<file path="src/rtl/core/hrp_pkg.sv">
`timescale 1ns / 1ps
`default_nettype none
// ----------------------------------------------------------------------------
// hrp_pkg
// Shared types, phase codes, byte tags and character class functions of the
// HTTP response header parser.
// ----------------------------------------------------------------------------
package hrp_pkg;

    localparam logic [3:0] PH_LETTERS = 4'd0;
    localparam logic [3:0] PH_SLASH   = 4'd1;
    localparam logic [3:0] PH_MAJOR   = 4'd2;
    localparam logic [3:0] PH_DOT     = 4'd3;
    localparam logic [3:0] PH_MINOR   = 4'd4;
    localparam logic [3:0] PH_SP1     = 4'd5;
    localparam logic [3:0] PH_CODE    = 4'd6;
    localparam logic [3:0] PH_SP2     = 4'd7;
    localparam logic [3:0] PH_REASON  = 4'd8;
    localparam logic [3:0] PH_LF      = 4'd9;
    localparam logic [3:0] PH_LINE    = 4'd10;
    localparam logic [3:0] PH_KEY     = 4'd11;
    localparam logic [3:0] PH_SEPSP   = 4'd12;
    localparam logic [3:0] PH_VALUE   = 4'd13;
    localparam logic [3:0] PH_ENDLF   = 4'd14;
    localparam logic [3:0] PH_BODY    = 4'd15;

    localparam logic [3:0] CLS_VERSION  = 4'd0;
    localparam logic [3:0] CLS_CODE     = 4'd1;
    localparam logic [3:0] CLS_REASON   = 4'd2;
    localparam logic [3:0] CLS_LINE_END = 4'd3;
    localparam logic [3:0] CLS_KEY      = 4'd4;
    localparam logic [3:0] CLS_SEP      = 4'd5;
    localparam logic [3:0] CLS_VALUE    = 4'd6;
    localparam logic [3:0] CLS_HDR_END  = 4'd7;
    localparam logic [3:0] CLS_HDRS_END = 4'd8;
    localparam logic [3:0] CLS_BODY     = 4'd9;
    localparam logic [3:0] CLS_REJECT   = 4'd10;

    localparam logic [1:0] ERR_NONE    = 2'd0;
    localparam logic [1:0] ERR_VERSION = 2'd1;
    localparam logic [1:0] ERR_STATUS  = 2'd2;
    localparam logic [1:0] ERR_HEADER  = 2'd3;

    localparam logic [7:0] CH_H     = 8'h48;
    localparam logic [7:0] CH_T     = 8'h54;
    localparam logic [7:0] CH_P     = 8'h50;
    localparam logic [7:0] CH_SLASH = 8'h2F;
    localparam logic [7:0] CH_DOT   = 8'h2E;
    localparam logic [7:0] CH_COLON = 8'h3A;
    localparam logic [7:0] CH_SP    = 8'h20;
    localparam logic [7:0] CH_CR    = 8'h0D;
    localparam logic [7:0] CH_LF    = 8'h0A;

    localparam logic [1:0] CODE_DIGITS = 2'd3;
    localparam logic [7:0] HDR_MAX     = 8'hFF;

    typedef struct packed {
        logic [3:0] phase;
        logic [9:0] code_acc;
        logic [1:0] digit_cnt;
        logic [3:0] major;
        logic [3:0] minor;
        logic [7:0] hdr_cnt;
        logic [1:0] err;
    } parse_state_t;

    localparam parse_state_t STATE_RESET = '{
        phase:     PH_LETTERS,
        code_acc:  10'd0,
        digit_cnt: 2'd0,
        major:     4'd0,
        minor:     4'd0,
        hdr_cnt:   8'd0,
        err:       ERR_NONE
    };

    function automatic logic is_dec_char(input logic [7:0] c);
        return c inside {[8'h30:8'h39]};
    endfunction

    function automatic logic is_text(input logic [7:0] c);
        return c inside {8'h09, [8'h20:8'h7E], [8'h80:8'hFF]};
    endfunction

    function automatic logic is_token(input logic [7:0] c);
        return c inside {[8'h30:8'h39], [8'h41:8'h5A], [8'h61:8'h7A],
                         8'h21, 8'h23, 8'h24, 8'h25, 8'h26, 8'h27, 8'h2A,
                         8'h2B, 8'h2D, 8'h2E, 8'h5E, 8'h5F, 8'h60, 8'h7C,
                         8'h7E};
    endfunction

endpackage
`default_nettype wire

</file>
<file path="src/rtl/core/hrp_step.sv">
`timescale 1ns / 1ps
`default_nettype none
// ----------------------------------------------------------------------------
// hrp_step
// Next-state and byte tag logic: takes the parse state and one byte, gives
// the updated state, the byte tag and the header index seen by the byte.
// ----------------------------------------------------------------------------
module hrp_step
    import hrp_pkg::*;
(
    input  wire parse_state_t state,
    input  wire logic [7:0]   data_byte,
    input  wire logic         start_of_message,
    output parse_state_t      state_next,
    output logic [3:0]        byte_class,
    output logic [7:0]        header_index
);

    always_comb
    begin
        parse_state_t cur;
        logic [1:0]   fail;
        logic [7:0]   letter;
        logic [9:0]   acc_next;

        cur       = start_of_message ? STATE_RESET : state;
        fail      = ERR_NONE;
        state_next = cur;
        byte_class = CLS_REJECT;
        header_index = cur.hdr_cnt;

        case (cur.digit_cnt)
            2'd0:    letter = CH_H;
            2'd1:    letter = CH_T;
            2'd2:    letter = CH_T;
            default: letter = CH_P;
        endcase

        acc_next = {cur.code_acc[6:0], 3'b000} + {cur.code_acc[8:0], 1'b0}
                 + {6'd0, data_byte[3:0]};

        if (cur.err == ERR_NONE)
        begin
            case (cur.phase)
                PH_LETTERS:
                begin
                    if (data_byte == letter)
                    begin
                        byte_class = CLS_VERSION;
                        if (cur.digit_cnt == CODE_DIGITS)
                        begin
                            state_next.digit_cnt = 2'd0;
                            state_next.phase     = PH_SLASH;
                        end
                        else
                        begin
                            state_next.digit_cnt = cur.digit_cnt + 2'd1;
                        end
                    end
                    else
                    begin
                        fail = ERR_VERSION;
                    end
                end
                PH_SLASH:
                begin
                    if (data_byte == CH_SLASH)
                    begin
                        byte_class       = CLS_VERSION;
                        state_next.phase = PH_MAJOR;
                    end
                    else
                    begin
                        fail = ERR_VERSION;
                    end
                end
                PH_MAJOR:
                begin
                    if (is_dec_char(data_byte))
                    begin
                        byte_class       = CLS_VERSION;
                        state_next.major = data_byte[3:0];
                        state_next.phase = PH_DOT;
                    end
                    else
                    begin
                        fail = ERR_VERSION;
                    end
                end
                PH_DOT:
                begin
                    if (data_byte == CH_DOT)
                    begin
                        byte_class       = CLS_VERSION;
                        state_next.phase = PH_MINOR;
                    end
                    else
                    begin
                        fail = ERR_VERSION;
                    end
                end
                PH_MINOR:
                begin
                    if (is_dec_char(data_byte))
                    begin
                        byte_class       = CLS_VERSION;
                        state_next.minor = data_byte[3:0];
                        state_next.phase = PH_SP1;
                    end
                    else
                    begin
                        fail = ERR_VERSION;
                    end
                end
                PH_SP1:
                begin
                    if (data_byte == CH_SP)
                    begin
                        byte_class       = CLS_SEP;
                        state_next.phase = PH_CODE;
                    end
                    else
                    begin
                        fail = ERR_STATUS;
                    end
                end
                PH_CODE:
                begin
                    if (is_dec_char(data_byte))
                    begin
                        byte_class           = CLS_CODE;
                        state_next.code_acc  = acc_next;
                        state_next.digit_cnt = cur.digit_cnt + 2'd1;
                        if (cur.digit_cnt == 2'd2)
                        begin
                            state_next.phase = PH_SP2;
                        end
                    end
                    else
                    begin
                        fail = ERR_STATUS;
                    end
                end
                PH_SP2:
                begin
                    if (data_byte == CH_SP)
                    begin
                        byte_class       = CLS_SEP;
                        state_next.phase = PH_REASON;
                    end
                    else
                    begin
                        fail = ERR_STATUS;
                    end
                end
                PH_REASON:
                begin
                    if (data_byte == CH_CR)
                    begin
                        byte_class       = CLS_LINE_END;
                        state_next.phase = PH_LF;
                    end
                    else if (is_text(data_byte))
                    begin
                        byte_class = CLS_REASON;
                    end
                    else
                    begin
                        fail = ERR_STATUS;
                    end
                end
                PH_LF:
                begin
                    if (cur.digit_cnt == CODE_DIGITS)
                    begin
                        if (data_byte == CH_LF)
                        begin
                            byte_class       = CLS_LINE_END;
                            state_next.phase = PH_LINE;
                        end
                        else
                        begin
                            fail = ERR_STATUS;
                        end
                    end
                    else if (data_byte == CH_LF)
                    begin
                        byte_class       = CLS_HDR_END;
                        state_next.phase = PH_LINE;
                        if (cur.hdr_cnt != HDR_MAX)
                        begin
                            state_next.hdr_cnt = cur.hdr_cnt + 8'd1;
                        end
                    end
                    else
                    begin
                        fail = ERR_HEADER;
                    end
                end
                PH_LINE:
                begin
                    if (data_byte == CH_CR)
                    begin
                        byte_class       = CLS_HDRS_END;
                        state_next.phase = PH_ENDLF;
                    end
                    else if (data_byte == CH_COLON)
                    begin
                        byte_class           = CLS_SEP;
                        state_next.digit_cnt = 2'd0;
                        state_next.phase     = PH_SEPSP;
                    end
                    else if (is_token(data_byte))
                    begin
                        byte_class           = CLS_KEY;
                        state_next.digit_cnt = 2'd0;
                        state_next.phase     = PH_KEY;
                    end
                    else
                    begin
                        fail = ERR_HEADER;
                    end
                end
                PH_KEY:
                begin
                    if (data_byte == CH_COLON)
                    begin
                        byte_class       = CLS_SEP;
                        state_next.phase = PH_SEPSP;
                    end
                    else if (is_token(data_byte))
                    begin
                        byte_class = CLS_KEY;
                    end
                    else
                    begin
                        fail = ERR_HEADER;
                    end
                end
                PH_SEPSP:
                begin
                    if (data_byte == CH_SP)
                    begin
                        byte_class       = CLS_SEP;
                        state_next.phase = PH_VALUE;
                    end
                    else
                    begin
                        fail = ERR_HEADER;
                    end
                end
                PH_VALUE:
                begin
                    if (data_byte == CH_CR)
                    begin
                        byte_class       = CLS_HDR_END;
                        state_next.phase = PH_LF;
                    end
                    else if (is_text(data_byte))
                    begin
                        byte_class = CLS_VALUE;
                    end
                    else
                    begin
                        fail = ERR_HEADER;
                    end
                end
                PH_ENDLF:
                begin
                    if (data_byte == CH_LF)
                    begin
                        byte_class       = CLS_HDRS_END;
                        state_next.phase = PH_BODY;
                    end
                    else
                    begin
                        fail = ERR_HEADER;
                    end
                end
                default:
                begin
                    byte_class = CLS_BODY;
                end
            endcase

            if (fail != ERR_NONE)
            begin
                state_next     = cur;
                state_next.err = fail;
                byte_class     = CLS_REJECT;
            end
        end
    end

endmodule
`default_nettype wire

</file>
<file path="src/rtl/core/http_response_header_parser.sv">
`timescale 1ns / 1ps
`default_nettype none
// ----------------------------------------------------------------------------
// http_response_header_parser
// Byte tagger for HTTP/1.x response status line and header block.
// ----------------------------------------------------------------------------
// Usage:
//   Slave channel: one response byte per word on s_tdata, s_tuser high
//   on the first byte of a new message (clears counters and error).
//   Master channel: one result word per input word; m_tuser carries the
//   byte tag, m_tdata the status code, version digits, header index and
//   sticky error kind as they stand after this byte (header index before).
//   Path: an accepted input word is held in the input register, then its
//   result is taken into the result register behind the parse-state
//   update logic.
//   Throughput: one word per cycle unless m_tready stalls; the parse state is a
//   single register updated per byte, so a byte follows its predecessor back to back.
//   Reset: all parse state, counters and error clear; no words are held.
//   Stall: when m_tready is low the result register holds, the input
//   register fills, and s_tready drops until the result is taken.
// ----------------------------------------------------------------------------
module http_response_header_parser
    import hrp_pkg::*;
(
    input  wire logic        clk,
    input  wire logic        rst_n,
    input  wire logic        s_tvalid,
    output logic             s_tready,
    input  wire logic [7:0]  s_tdata,   // [7:0] data_byte
    input  wire logic        s_tuser,   // [0] start_of_message
    output logic             m_tvalid,
    input  wire logic        m_tready,
    output logic [31:0]      m_tdata,   // [9:0] resp_code, [13:10] version_major,
                                        // [17:14] version_minor, [25:18] header_index,
                                        // [27:26] error_kind, [31:28] zero
    output logic [3:0]       m_tuser    // [3:0] byte_class
);

    logic         in_valid_reg;
    logic [7:0]   in_data_reg;
    logic         in_sof_reg;
    parse_state_t state_reg;
    parse_state_t state_next;
    logic         out_valid_reg;
    logic [31:0]  out_data_reg;
    logic [3:0]   out_class_reg;
    logic [3:0]   step_class;
    logic [7:0]   step_hdr;
    logic         advance;

    assign advance  = in_valid_reg && (!out_valid_reg || m_tready);
    assign s_tready = !in_valid_reg || advance;

    hrp_step u_step (
        .state            (state_reg),
        .data_byte        (in_data_reg),
        .start_of_message (in_sof_reg),
        .state_next       (state_next),
        .byte_class       (step_class),
        .header_index     (step_hdr)
    );

    always_ff @(posedge clk or negedge rst_n)
    begin
        if (!rst_n)
        begin
            in_valid_reg  <= 1'b0;
            out_valid_reg <= 1'b0;
            state_reg     <= STATE_RESET;
        end
        else
        begin
            if (s_tready)
            begin
                in_valid_reg <= s_tvalid;
            end
            if (advance)
            begin
                out_valid_reg <= 1'b1;
                state_reg     <= state_next;
            end
            else if (m_tready)
            begin
                out_valid_reg <= 1'b0;
            end
        end
    end

    always_ff @(posedge clk)
    begin
        if (s_tvalid && s_tready)
        begin
            in_data_reg <= s_tdata;
            in_sof_reg  <= s_tuser;
        end
        if (advance)
        begin
            out_class_reg <= step_class;
            out_data_reg  <= {4'd0, state_next.err, step_hdr, state_next.minor,
                              state_next.major, state_next.code_acc};
        end
    end

    assign m_tvalid = out_valid_reg;
    assign m_tdata  = out_data_reg;
    assign m_tuser  = out_class_reg;

endmodule
`default_nettype wire

</file>
<file path="config.mk">
export PLATFORM = sky130hd
export DESIGN_NAME = http_response_header_parser
export DESIGN_NICKNAME = d
export VERILOG_FILES = /design/src/rtl/core/hrp_pkg.sv /design/src/rtl/core/hrp_step.sv /design/src/rtl/core/http_response_header_parser.sv
export SDC_FILE = /design/constraint.sdc
export NUM_CORES = 1
export LEC_CHECK = 0
export BUFFER_PORTS_ARGS = -buffer_cell sky130_fd_sc_hd__buf_2
export CORE_MARGIN = 2
export CORE_UTILIZATION = 38
export DETAILED_ROUTE_END_ITERATION = 8
export PLACE_DENSITY = 0.62
export SYNTH_ARGS = -nofsm -noshare
export SYNTH_HDL_FRONTEND = slang
export SYNTH_SLANG_ARGS = --single-unit
</file>
<file path="constraint.sdc">
create_clock -name clk -period 5.5 [get_ports clk]
set_clock_uncertainty 0.2 [all_clocks]
set_input_delay 0.55 -clock clk [delete_from_list [all_inputs] [get_ports clk]]
set_output_delay 0.55 -clock clk [all_outputs]
set_load 0.01 [all_outputs]
</file>
======== Yosys cells after proc, flatten, opt, wreduce, memory -nomap -nowiden ========
Index checks and enable logic that the tools add are counted.
word-level totals
  output and inout port bits .............. 38
  logic and storage cells ................. 169
  input bits .............................. 13
  bits in registers ....................... 77
operators by class
  reductions and logical operators ........ 24
  add/subtract/negate cells ............... 4
  magnitude comparators ................... 10
  equality and inequality tests ........... 40
  muxes and demuxes ....................... 77
  bitwise operators ....................... 1
operator list
  operator               count
  $mux W4                37
  $eq A8 B6 Y1 const B   13
  $mux W34               3
  $pmux W4 S14           1
  $pmux W4 S12           1
  $eq A8 B7 Y1 const B   5
  $mux W2                20
  $mux W8                4
  $eq A4 B4 Y1 const B   7
  $pmux W2 S13           1
  $eq A8 B4 Y1 const B   3
  $le A8 B7 Y1 const B   3
  $reduce_bool A18 Y1    1
  $eq A4 B3 Y1 const B   4
  $ge A8 B6 Y1 const B   2
  $ge A8 B7 Y1 const B   2
  $mux W16               1
  $add A10 B10 Y10       1
  $add A10 B4 Y10        1
  $mux W10               1
  $pmux W5 S2            1
  $reduce_or A2 Y1       5
  $add A8 B1 Y8 const B  1
  $eq A4 B2 Y1 const B   2
  other kinds (20)       36

======== Longest topological paths before layout ========
Gate-level depths: netlist (run 1).
  depth in word-level cells ............... 11
  mapped depth ............................ 14
  mapped depth without buffers ............ 11

======== By module ========
A second synthesis (run 1) with hierarchy kept.
unflattened totals
  cells, all modules ...................... 453
  area total of the unflattened synthesis .. 5003.5 um^2
modules (own cells, without submodules)
  module                       seq. area each (um^2)  area each (um^2)  instances  cells an instance
  http_response_header_parser  2132.0                 2746.4            1          126
  hrp_step                     0.0                    2257.2            1          327

======== Worst setup path after synthesis (run 1) ========
Ideal clock, no wire load.
  kind .................................... reg2reg
  from .................................... register in_sof_reg
  to ...................................... register out_class_reg[1] (netlist: m_tuser[1]) (data pin)
  cell stages (with the launch flop) ...... 14
  setup slack ............................. 1.762 ns
  data required time ...................... 5.028 ns
  arrival time ............................ 3.266 ns
  cells stage by stage .................... edfxtp_1 -> clkbuf_1 -> inv_1 -> clkbuf_1 -> buf_1 -> nand2_1 -> ha_1 -> xor2_1 -> nor3_1 -> a21oi_1 -> nor3b_2 -> and3_1 -> nand2_2 -> or4b_1
on the way
  longest elaborated chain between the ends .. 10
RTL lines
  what                                                 line                               source
  from (decl)                                          http_response_header_parser.sv:41  logic in_sof_reg;
  from (signal assigned)                               http_response_header_parser.sv:94  in_sof_reg <= s_tuser;
  $mux W34 *                                           hrp_step.sv:26                     cur = start_of_message ? STATE_RESET : state;
  $eq A2 B1 Y1 / $eq A2 B2 Y1 (equally long branches)  hrp_step.sv:32                     case (cur.digit_cnt)
  $reduce_or A2 Y1 (no source line)                    --
  $pmux W5 S2                                          hrp_step.sv:32
  $eq A8 B7 Y1                                         hrp_step.sv:47                     if (data_byte == letter)
  $mux W1                                              hrp_step.sv:47
  $pmux W2 S13                                         hrp_step.sv:44                     case (cur.phase)
  $mux W2                                              hrp_step.sv:42                     if (cur.err == ERR_NONE)
  $reduce_bool A2 Y1                                   hrp_step.sv:286                    if (fail != ERR_NONE)
  $reduce_or A2 Y1 (no source line)                    --
  to (signal assigned)                                 http_response_header_parser.sv:98  out_class_reg <= step_class;
  to (decl)                                            http_response_header_parser.sv:46  logic [3:0] out_class_reg;
Mark *: on every way between the ends. The rest lies on a longest branch, timed or not. The select of a mux whose other input is x is not followed.
A chain may end at the register's enable or synchronous reset.

======== Worst setup path after layout (run 1) ========
  from .................................... register in_data_reg[3]
  to ...................................... register out_class_reg[1] (netlist: m_tuser[1]) (data pin)
on the way
  longest elaborated chain between the ends .. 10
RTL lines
  what                                        line                               source
  from (decl)                                 http_response_header_parser.sv:40  logic [7:0] in_data_reg;
  from (signal assigned)                      http_response_header_parser.sv:93  in_data_reg <= s_tdata;
  $ge A8 B6 Y1, or another cell as far along  hrp_pkg.sv:78, hrp_pkg.sv:86
  $logic_and A1 B1 Y1 (on tied branches)      hrp_pkg.sv:78, hrp_pkg.sv:86
  $reduce_bool A18 Y1                         hrp_pkg.sv:86                      return c inside {[8'h30:8'h39], [8'h41:8'h5A], [8'h61:8'h7A],
  $mux W2                                     hrp_step.sv:213, hrp_step.sv:231
  $mux W2                                     hrp_step.sv:207                    else if (data_byte == CH_COLON)
  $mux W2                                     hrp_step.sv:202                    if (data_byte == CH_CR)
  $pmux W2 S13                                hrp_step.sv:44
  $mux W2                                     hrp_step.sv:42
  $reduce_bool A2 Y1                          hrp_step.sv:286
  $reduce_or A2 Y1 (no source line)           --
Parallel ways exist; a longest one is shown, timed or not. The select of a mux whose other input is x is not followed.

==> results of run 1 <==
-- layout make-up --
cell class | instances | area [um2]
Timing Repair Buffer | 51 | 268
Sequential cell | 77 | 2130
Clock inverter | 2 | 35.0
Multi-Input combinational cell | 379 | 2550
Tap cell | 172 | 215
Fill cell | 1218 | 7050
Inverter | 16 | 60.1
Clock buffer | 14 | 254
-- cells by family after synthesis --
logic type      after synthesis  synth area share (%)
simple gates                199                  22.9
buf+inv                      49                  4.36
mux                           8                  1.72
fa+ha+maj                    21                  5.69
flops                        77                  43.7
compound gates              133                  19.1
xor+xnor                     14                  2.51
other cells                   1                0.0768
-- stage by stage --
stage / power (mW) / hold slack [ps] / utilization [%] / area [um2] / cells
after floorplan: 0.913 / 54.4 / - / 4890 / 505
after global placement: 1.00 / 267 / 41.6 / 5230 / 695
after detailed placement: 1.00 / 268 / 41.6 / 5230 / 695
after CTS: 1.59 / 166 / 43.9 / 5510 / 711
after global routing: 1.65 / 175 / 43.9 / 5510 / 711
final: 1.58 / 133 / 43.9 / 5510 / 711
-- cells in the final DEF, fill, tap and decap left out, drive strengths merged, types with 3 or more instances in the layout --
cell / synthesis / routed
o31ai: 3 / 3
a31oi: 4 / 4
nand4: 12 / 12
and3: 4 / 4
or3: 5 / 5
or4: 4 / 4
a22o: 7 / 7
o22ai: 4 / 4
a21oi: 17 / 17
nor4: 7 / 7
clkbuf: 23 / 14
nor3: 12 / 12
o2bb2ai: 6 / 6
mux2i: 5 / 5
and2: 4 / 4
xor2: 5 / 5
nand2b: 9 / 9
or2: 4 / 4
nor2: 28 / 28
a21o: 8 / 8
clkinv: 2 / 3
dfrtp: 36 / 36
o21ai: 32 / 32
edfxtp: 41 / 41
a32oi: 3 / 3
nand3: 15 / 15
buf: 10 / 51
nor2b: 22 / 22
nand2: 56 / 56
inv: 14 / 14
conb: 1 / 4
xnor2: 9 / 9
o211ai: 20 / 20
or3b: 4 / 4
ha: 19 / 19
mux2: 3 / 3
nor3b: 5 / 5
-- worst paths after layout --
check	from	end	slack [ps]	cells after the start
worst max-delay path	in_data_reg[3]	m_tuser[1]	1420	7
min in group clk	s_tdata[2]	in_data_reg[2]	180	1
max in group asynchronous	rst_n	state_reg[7]	4400	1
worst min register to register	state_reg[24]	state_reg[24]	280	1
worst max register to register	in_data_reg[3]	m_tuser[1]	1420	7
worst min-delay path	rst_n	state_reg[12]	130	1
-- where the power goes --
part           internal (mW)  switching [mW]
combinational         0.0902           0.175
sequential             0.673          0.0557
clock                  0.364           0.225
total                   1.13           0.455
-- routing by layer --
layer / wire, um / GRT usage (%) / up-vias / share of wire, %
met1: 6070 / 25.1 / 1957 / 45
li1: - / - / 1947 / -
met3: 712 / 3.84 / 26 / 5.3
met4: 382 / 10.0 / 0 / 2.9
met5: 0 / 0 / - / 0
met2: 6180 / 32.3 / 140 / 46
==> flow_summary.yaml, run 1 <==
global_routing:
  grt_first_pass_wirelength_mm: 21.5
  grt_max_degree: 42
  grt_usage_pct: 19.8
  overflow: 0
  antenna_found_initial: 0
  grt_pass1_vias: 3988
power:
  power.density_nw_per_um2: 287
  ir_drop_mv: 0.166
  leakagePower_nw: 2.22
detailed_routing:
  dr_total_vias: 4070
  post-route-drc-count: 0
  vias_per_cell: 5.72
  wire_per_inst_um: 18.8
  first_iter_violations: 332
  detail-route-antenna-nets: 0
  dr.pass1.iters: 4
  wirelength_mm: 13.3
clocking:
  cts_tree: "done"
  cts.sinks: 77
  clk_pin_slew_ps: 60
  htreeDepth: 3
  clock_latency_ps: 350
  cts_setup_buffers: 0
  cts_buffer_depth: 2
  post_cts_resized: 0
  clock-root-buffer: "clkbuf_16"
  cts_hold_buffers: 0
  cts_made_buffers: 9
timing:
  hold_viol: 0
  report.final.slew_viol_count: 0
  setup_viol: 0
  max-slew-margin-rel_pct: 39.7
  timing.final.ws_setup_ps: 1420
  rsz0062_at_grt: "false"
  fin_crit_sh_pct: 74.2
  tns_ps: 0
  fmax_ghz: 0.245
  min_period_ps: 4080
  worst-slew-pin-transition_ps: 905
yosys:
  seq_area_frac_synth_pct: 43.7
  synth_edf_count: 41
  synth-seq-cells: 77
  synth-warning-count: 0
  synth.avg_cell_area_um2: 9.73
  synth.distinct_cells: 74
  syn_area_um2: 4880
  synth_top_cell_by_area: "edfxtp_1"
  synth_top_cell_area_share_pct: 25.2
  yosys-top-cells-area: "edfxtp_1, dfrtp_1, ha_1"
  netlist_instances: 502
  post-synth-top-count-cell: "nand2_1"
  synth_common_cells: "nand2_1, edfxtp_1, dfrtp_1, o21ai_0, nor2_1"
  synth-async-reset-ratio_pct: 46.8
  dominantRegCellSynth: "edfxtp_1"
floorplanning:
  start_util_pct: 38.9
  die_h_um: 117
  ios: 51
  die_area_um2: 13800
  num_rows: 41
  coreArea_um2: 12600
  fp.dieW_um: 117
placement:
  portBuffers: 46
  gp_congestion: 0.935
  dp_hpwl_mm: 9.43
  pre_cts_ws_ps: 1490
final_layout:
  largest_register_ff_count: 34
  diodes: 0
  drive_gt1_share_pct: 15.8
  syn2layout_area_growth_pct: 12.9
  layout.nets: 568
setup_path:
  critPathCaptureType: "flop"
  cp_max_fo: 15
  critPathLaunchType: "flop"
  crit_family: "simple AND/OR/NAND/NOR gates"
  path_buf_inv: 0
  max_stage_delay_ps: 650
  path_cells: "or4_1 -> o311ai_2 -> o21ai_2 -> nor4_4 -> and3_1 -> nand2_2 -> or4b_1"
  crit_type: "flop to flop"
  crit_path_top_delay_cell: "or4_1"
  cp_data_required_time_ps: 5390
  crit_arrival_ps: 3970
outcome:
  outcome: "finished clean"
run:
  drv_cap: 0
min_path:
  hp-class: "input pin to async pin"
Power figures use the tool's default switching activity.
==> run 2: changes to the inputs <==
Clock period 5.5 ns to 4 ns, I/O delays scaled along.
==> run 2 against run 1 <==
Against the previous run:
- the run now ends with negative hold slack left
- wire length increased by 0.86%
- global-route usage up 0.30 points
- combinational power increased by 60%
- largest cell class unchanged
- first-iteration DRC count is 0.60% lower
- cell count up 2.7%
- largest power group unchanged
- non-clock buffer count grew 19
- die area is the same
- register-to-register slack got worse by 1100 ps
- total power grew 44%
==> flow_summary.yaml, run 2 (synthesis results as in run 1) <==
outcome:
  outcome: "complete, but fails checks"
  violations: "negative hold slack"
final_layout:
  drive_gt1_share_pct: 19.2
  layout.nets: 587
  multiInputGateArea_um2: 2550
  diodes: 0
  fin_util_pct: 45.4
  nFillCells: 1188
  mostFrequentLayoutCells: "nand2_1, buf_2, edfxtp_1"
  regArea_um2: 2130
  syn2layout_area_growth_pct: 16.9
  largest_register_ff_count: 34
  fin_area_um2: 5710
  final_common_cell: "nand2_1"
floorplanning:
  ios: 51
  start_util_pct: 38.9
  num_rows: 41
  coreArea_um2: 12600
  die_area_um2: 13800
  die_h_um: 117
  fp.dieW_um: 117
detailed_routing:
  wire_per_inst_um: 18.4
  post-route-drc-count: 0
  wirelength_mm: 13.5
  first_iter_violations: 330
  detail-route-antenna-nets: 0
  dr_total_vias: 4213
  vias_per_cell: 5.77
  dr.pass1.iters: 5
power:
  power.density_nw_per_um2: 399
  leakagePower_nw: 2.34
  ir_drop_mv: 0.223
timing:
  min_period_ps: 3680
  worst-slew-pin-transition_ps: 894
  tns_ps: 0
  hold_slack_ps: -29.3
  setup_viol: 0
  max-slew-margin-rel_pct: 40.4
  fin_crit_sh_pct: 92.0
  hold_viol: 26
  timing.final.ws_setup_ps: 318
  fmax_ghz: 0.272
  rsz0062_at_grt: "false"
  report.final.slew_viol_count: 0
placement:
  dpl_cell_area_um2: 5390
  portBuffers: 46
  pre_cts_ws_ps: 355
  dp_hpwl_mm: 9.71
  gp_congestion: 0.938
setup_path:
  crit_type: "flop to flop"
  critPathLaunchType: "flop"
  r2r-start: "in_data_reg[1]"
  crit_arrival_ps: 3570
  cp_max_fo: 8
  startpoint: "in_data_reg[1]"
  cp_data_required_time_ps: 3890
  critPathCaptureType: "flop"
clocking:
  cts_tree: "done"
  cts.sinks: 77
  cts_hold_buffers: 0
  cts_buffer_depth: 2
  clock-root-buffer: "clkbuf_16"
  clk_pin_slew_ps: 60
  post_cts_resized: 0
  cts_made_buffers: 9
  clock_latency_ps: 350
  cts_setup_buffers: 0
  htreeDepth: 3
global_routing:
  overflow: 0
  grt_usage_pct: 20.1
  grt_first_pass_wirelength_mm: 22.1
  antenna_found_initial: 1
  grt_max_degree: 37
  grt_pass1_vias: 4207
run:
  drv_cap: 0
min_path:
  hp-class: "input pin to async pin"
==> run 2: cell types whose count changed in the layout (fill, tap and decap cells not counted), sizes merged <==
cell	change
bufinv	+1
buf	+19
clkbuf	-3
clkinv	+2
==> run 2: path summary, 6_finish.rpt <==
| path | to | slack [ps] | cells after the start |
|---|---|---|---|
| min reg2reg | state_reg[25] | 290 | 1 |
| max in group asynchronous | state_reg[7] | 3050 | 1 |
| max | m_tuser[1] | 320 | 7 |
| min in group clk | in_data_reg[2] | 30 | 1 |
| min | state_reg[31] | -30 | 1 |
| max reg2reg | m_tuser[1] | 320 | 7 |
==> run 2: worst max-delay path, stage by stage (launching register included) <==
cell      delay [ps]
edfxtp_1         520
or4_1            620
o311ai_2         330
o21ai_2          170
nor4_4           540
and3_1           410
nand2_2          110
or4b_1           520
==> run 2: stage by stage <==
step                      total power, mW  instances
final                                2.28        730
after global routing                 2.38        730
after CTS                            2.29        730
after detailed placement             1.41        714
after global placement               1.41        714
after floorplan                      1.26        505
==> run 2: area by class of cell <==
cell class / count / area share (%)
Inverter: 16 / 1.05
Sequential cell: 77 / 37.3
Tap cell: 172 / 3.77
Clock inverter: 5 / 1.31
Multi-Input combinational cell: 379 / 44.7
Clock buffer: 11 / 4.25
Timing Repair Buffer: 70 / 7.62
==> run 2: power by group <==
| part | leakage (nW) | internal, mW | switching, mW | total [mW] |
|---|---|---|---|---|
| Sequential | 0.875 | 0.925 | 0.0570 | 0.982 |
| Combinational | 1.31 | 0.154 | 0.269 | 0.423 |
| Clock | 0.159 | 0.560 | 0.312 | 0.872 |
| Total | 2.34 | 1.64 | 0.639 | 2.28 |
==> run 2: metal layers <==
metal  vias up  track usage [%]  share of wire (%)
li1       1976                -                  -
met1      2058             27.2                 46
met2       148             30.8                 45
met3        31             5.25                6.1
met4         0             8.06                2.5
met5         -                0                  0
==> run 3: changes to the inputs <==
Settings changed: RECOVER_POWER set to 50.
==> run 3 against run 2 <==
Against the previous run:
- the run ends with max-capacitance violations, max-slew violations left
- combinational power down 3%
- clock power about the same
- sequential share of layout area up 0.40 points
- cell count unchanged
- hold slack improved by 58 ps
- register-to-register slack about the same
==> flow_summary.yaml, run 3 (synthesis results as in run 1) <==
outcome:
  outcome: "complete, but fails checks"
  violations: "max-capacitance violations, max-slew violations"
detailed_routing:
  detail-route-antenna-nets: 0
  vias_per_cell: 5.74
  post-route-drc-count: 0
  dr_total_vias: 4191
  dr.pass1.iters: 5
  wire_per_inst_um: 18.5
  first_iter_violations: 344
  wirelength_mm: 13.5
clocking:
  htreeDepth: 3
  clock-root-buffer: "clkbuf_16"
  cts_made_buffers: 9
  cts_hold_buffers: 0
  cts_buffer_depth: 2
  clock_latency_ps: 350
  clk_pin_slew_ps: 60
  cts.sinks: 77
  cts_tree: "done"
  post_cts_resized: 0
  cts_setup_buffers: 0
setup_path:
  cp_data_required_time_ps: 3890
  timing.rr.end: "m_tuser[1]"
  crit_type: "flop to flop"
  crit_path_top_delay_cell: "or4_1"
  rrSetupSlack_ps: 310
  cp_max_fo: 8
  critPathCaptureType: "flop"
  path_cells: "or4_1 -> o311ai_2 -> o21ai_2 -> nor4_4 -> and3_1 -> nand2_2 -> or4b_1"
  max_stage_delay_ps: 630
  critPathLaunchType: "flop"
  r2r-start: "in_data_reg[1]"
  crit_arrival_ps: 3580
  rr_worst_depth: 7
timing:
  report.final.slew_viol_count: 72
  fin_crit_sh_pct: 92.3
  tns_ps: 0
  hold_slack_ps: 29.0
  min_period_ps: 3690
  rsz0062_at_grt: "false"
  worst-slew-pin-transition_ps: 2110
  fmax_ghz: 0.271
  max-slew-margin-rel_pct: -40.6
  hold_viol: 0
  setup_viol: 0
placement:
  portBuffers: 46
  dp_hpwl_mm: 9.71
  gp_congestion: 0.938
power:
  p_total_mw: 2.27
  power.density_nw_per_um2: 401
  leakagePower_nw: 2.23
  ir_drop_mv: 0.223
final_layout:
  largest_register_ff_count: 34
  fin_util_pct: 45.0
  final_common_cell: "nand2_1"
  layout.nets: 587
  diodes: 0
  drive_gt1_share_pct: 12.7
  mostFrequentLayoutCells: "nand2_1, edfxtp_1, clkbuf_1"
  syn2layout_area_growth_pct: 15.7
global_routing:
  grt_first_pass_wirelength_mm: 22.1
  grt_max_degree: 37
  grt_pass1_vias: 4207
  overflow: 0
  antenna_found_initial: 1
  grt_usage_pct: 20.1
min_path:
  hp-start: "s_tdata[2]"
  hp-class: "input pin to flop"
  min_path_cells: 1
  hold_end: "in_data_reg[2]"
floorplanning:
  num_rows: 41
  ios: 51
  die_area_um2: 13800
  start_util_pct: 38.9
  coreArea_um2: 12600
  die_h_um: 117
  fp.dieW_um: 117
run:
  drv_cap: 2
==> run 3: area by class of cell <==
cell class / count / area (um2)
multi-input cells: 379 / 2550
well taps: 172 / 215
inverters: 16 / 60.1
repair buffers: 70 / 375
clock buffers: 11 / 243
flip-flops and latches: 77 / 2130
clock inverters: 5 / 75.1
fillers: 1201 / 6920
==> run 3: worst max-delay path by stage <==
stage / start / endpoint / slack, ps / cells past startpoint
2_1_floorplan: in_sof_reg / m_tuser[1] / 260 / 13
3_3_place_gp: in_data_reg[1] / m_tuser[1] / 420 / 7
3_5_place_dp: in_data_reg[1] / m_tuser[1] / 360 / 7
4_1_cts: in_data_reg[1] / m_tuser[1] / 350 / 7
5_1_grt: in_sof_reg / m_tdata[17] / 80 / 11
6_report: in_data_reg[1] / m_tuser[1] / 310 / 7
==> run 3: critical path, delay by kind of cell (launching register included) <==
family	cells	cell delay, ps
AND/OR/NAND/NOR	5	2220
flip-flops	1	520
AO/OA/AOI/OAI	2	500
==> run 3: metal layers <==
metal	wire (um)	GRT usage [%]
met5	0	0
met4	343	8.06
met3	798	5.25
met2	6030	30.8
met1	6330	27.2
==> run 3: through the flow <==
step / worst slack [ps] / instances / cell area, um2
4_1_cts: 349 / 730 / 5710
6_report: 307 / 730 / 5650
3_5_place_dp: 355 / 714 / 5390
3_3_place_gp: 419 / 714 / 5390
5_1_grt: 80.6 / 730 / 5650
2_1_floorplan: 262 / 505 / 4890
==> run 3: power by group <==
group / total [mW] / internal, mW / switching [mW]
logic: 0.410 / 0.143 / 0.267
registers: 0.984 / 0.926 / 0.0580
clock network: 0.872 / 0.560 / 0.312
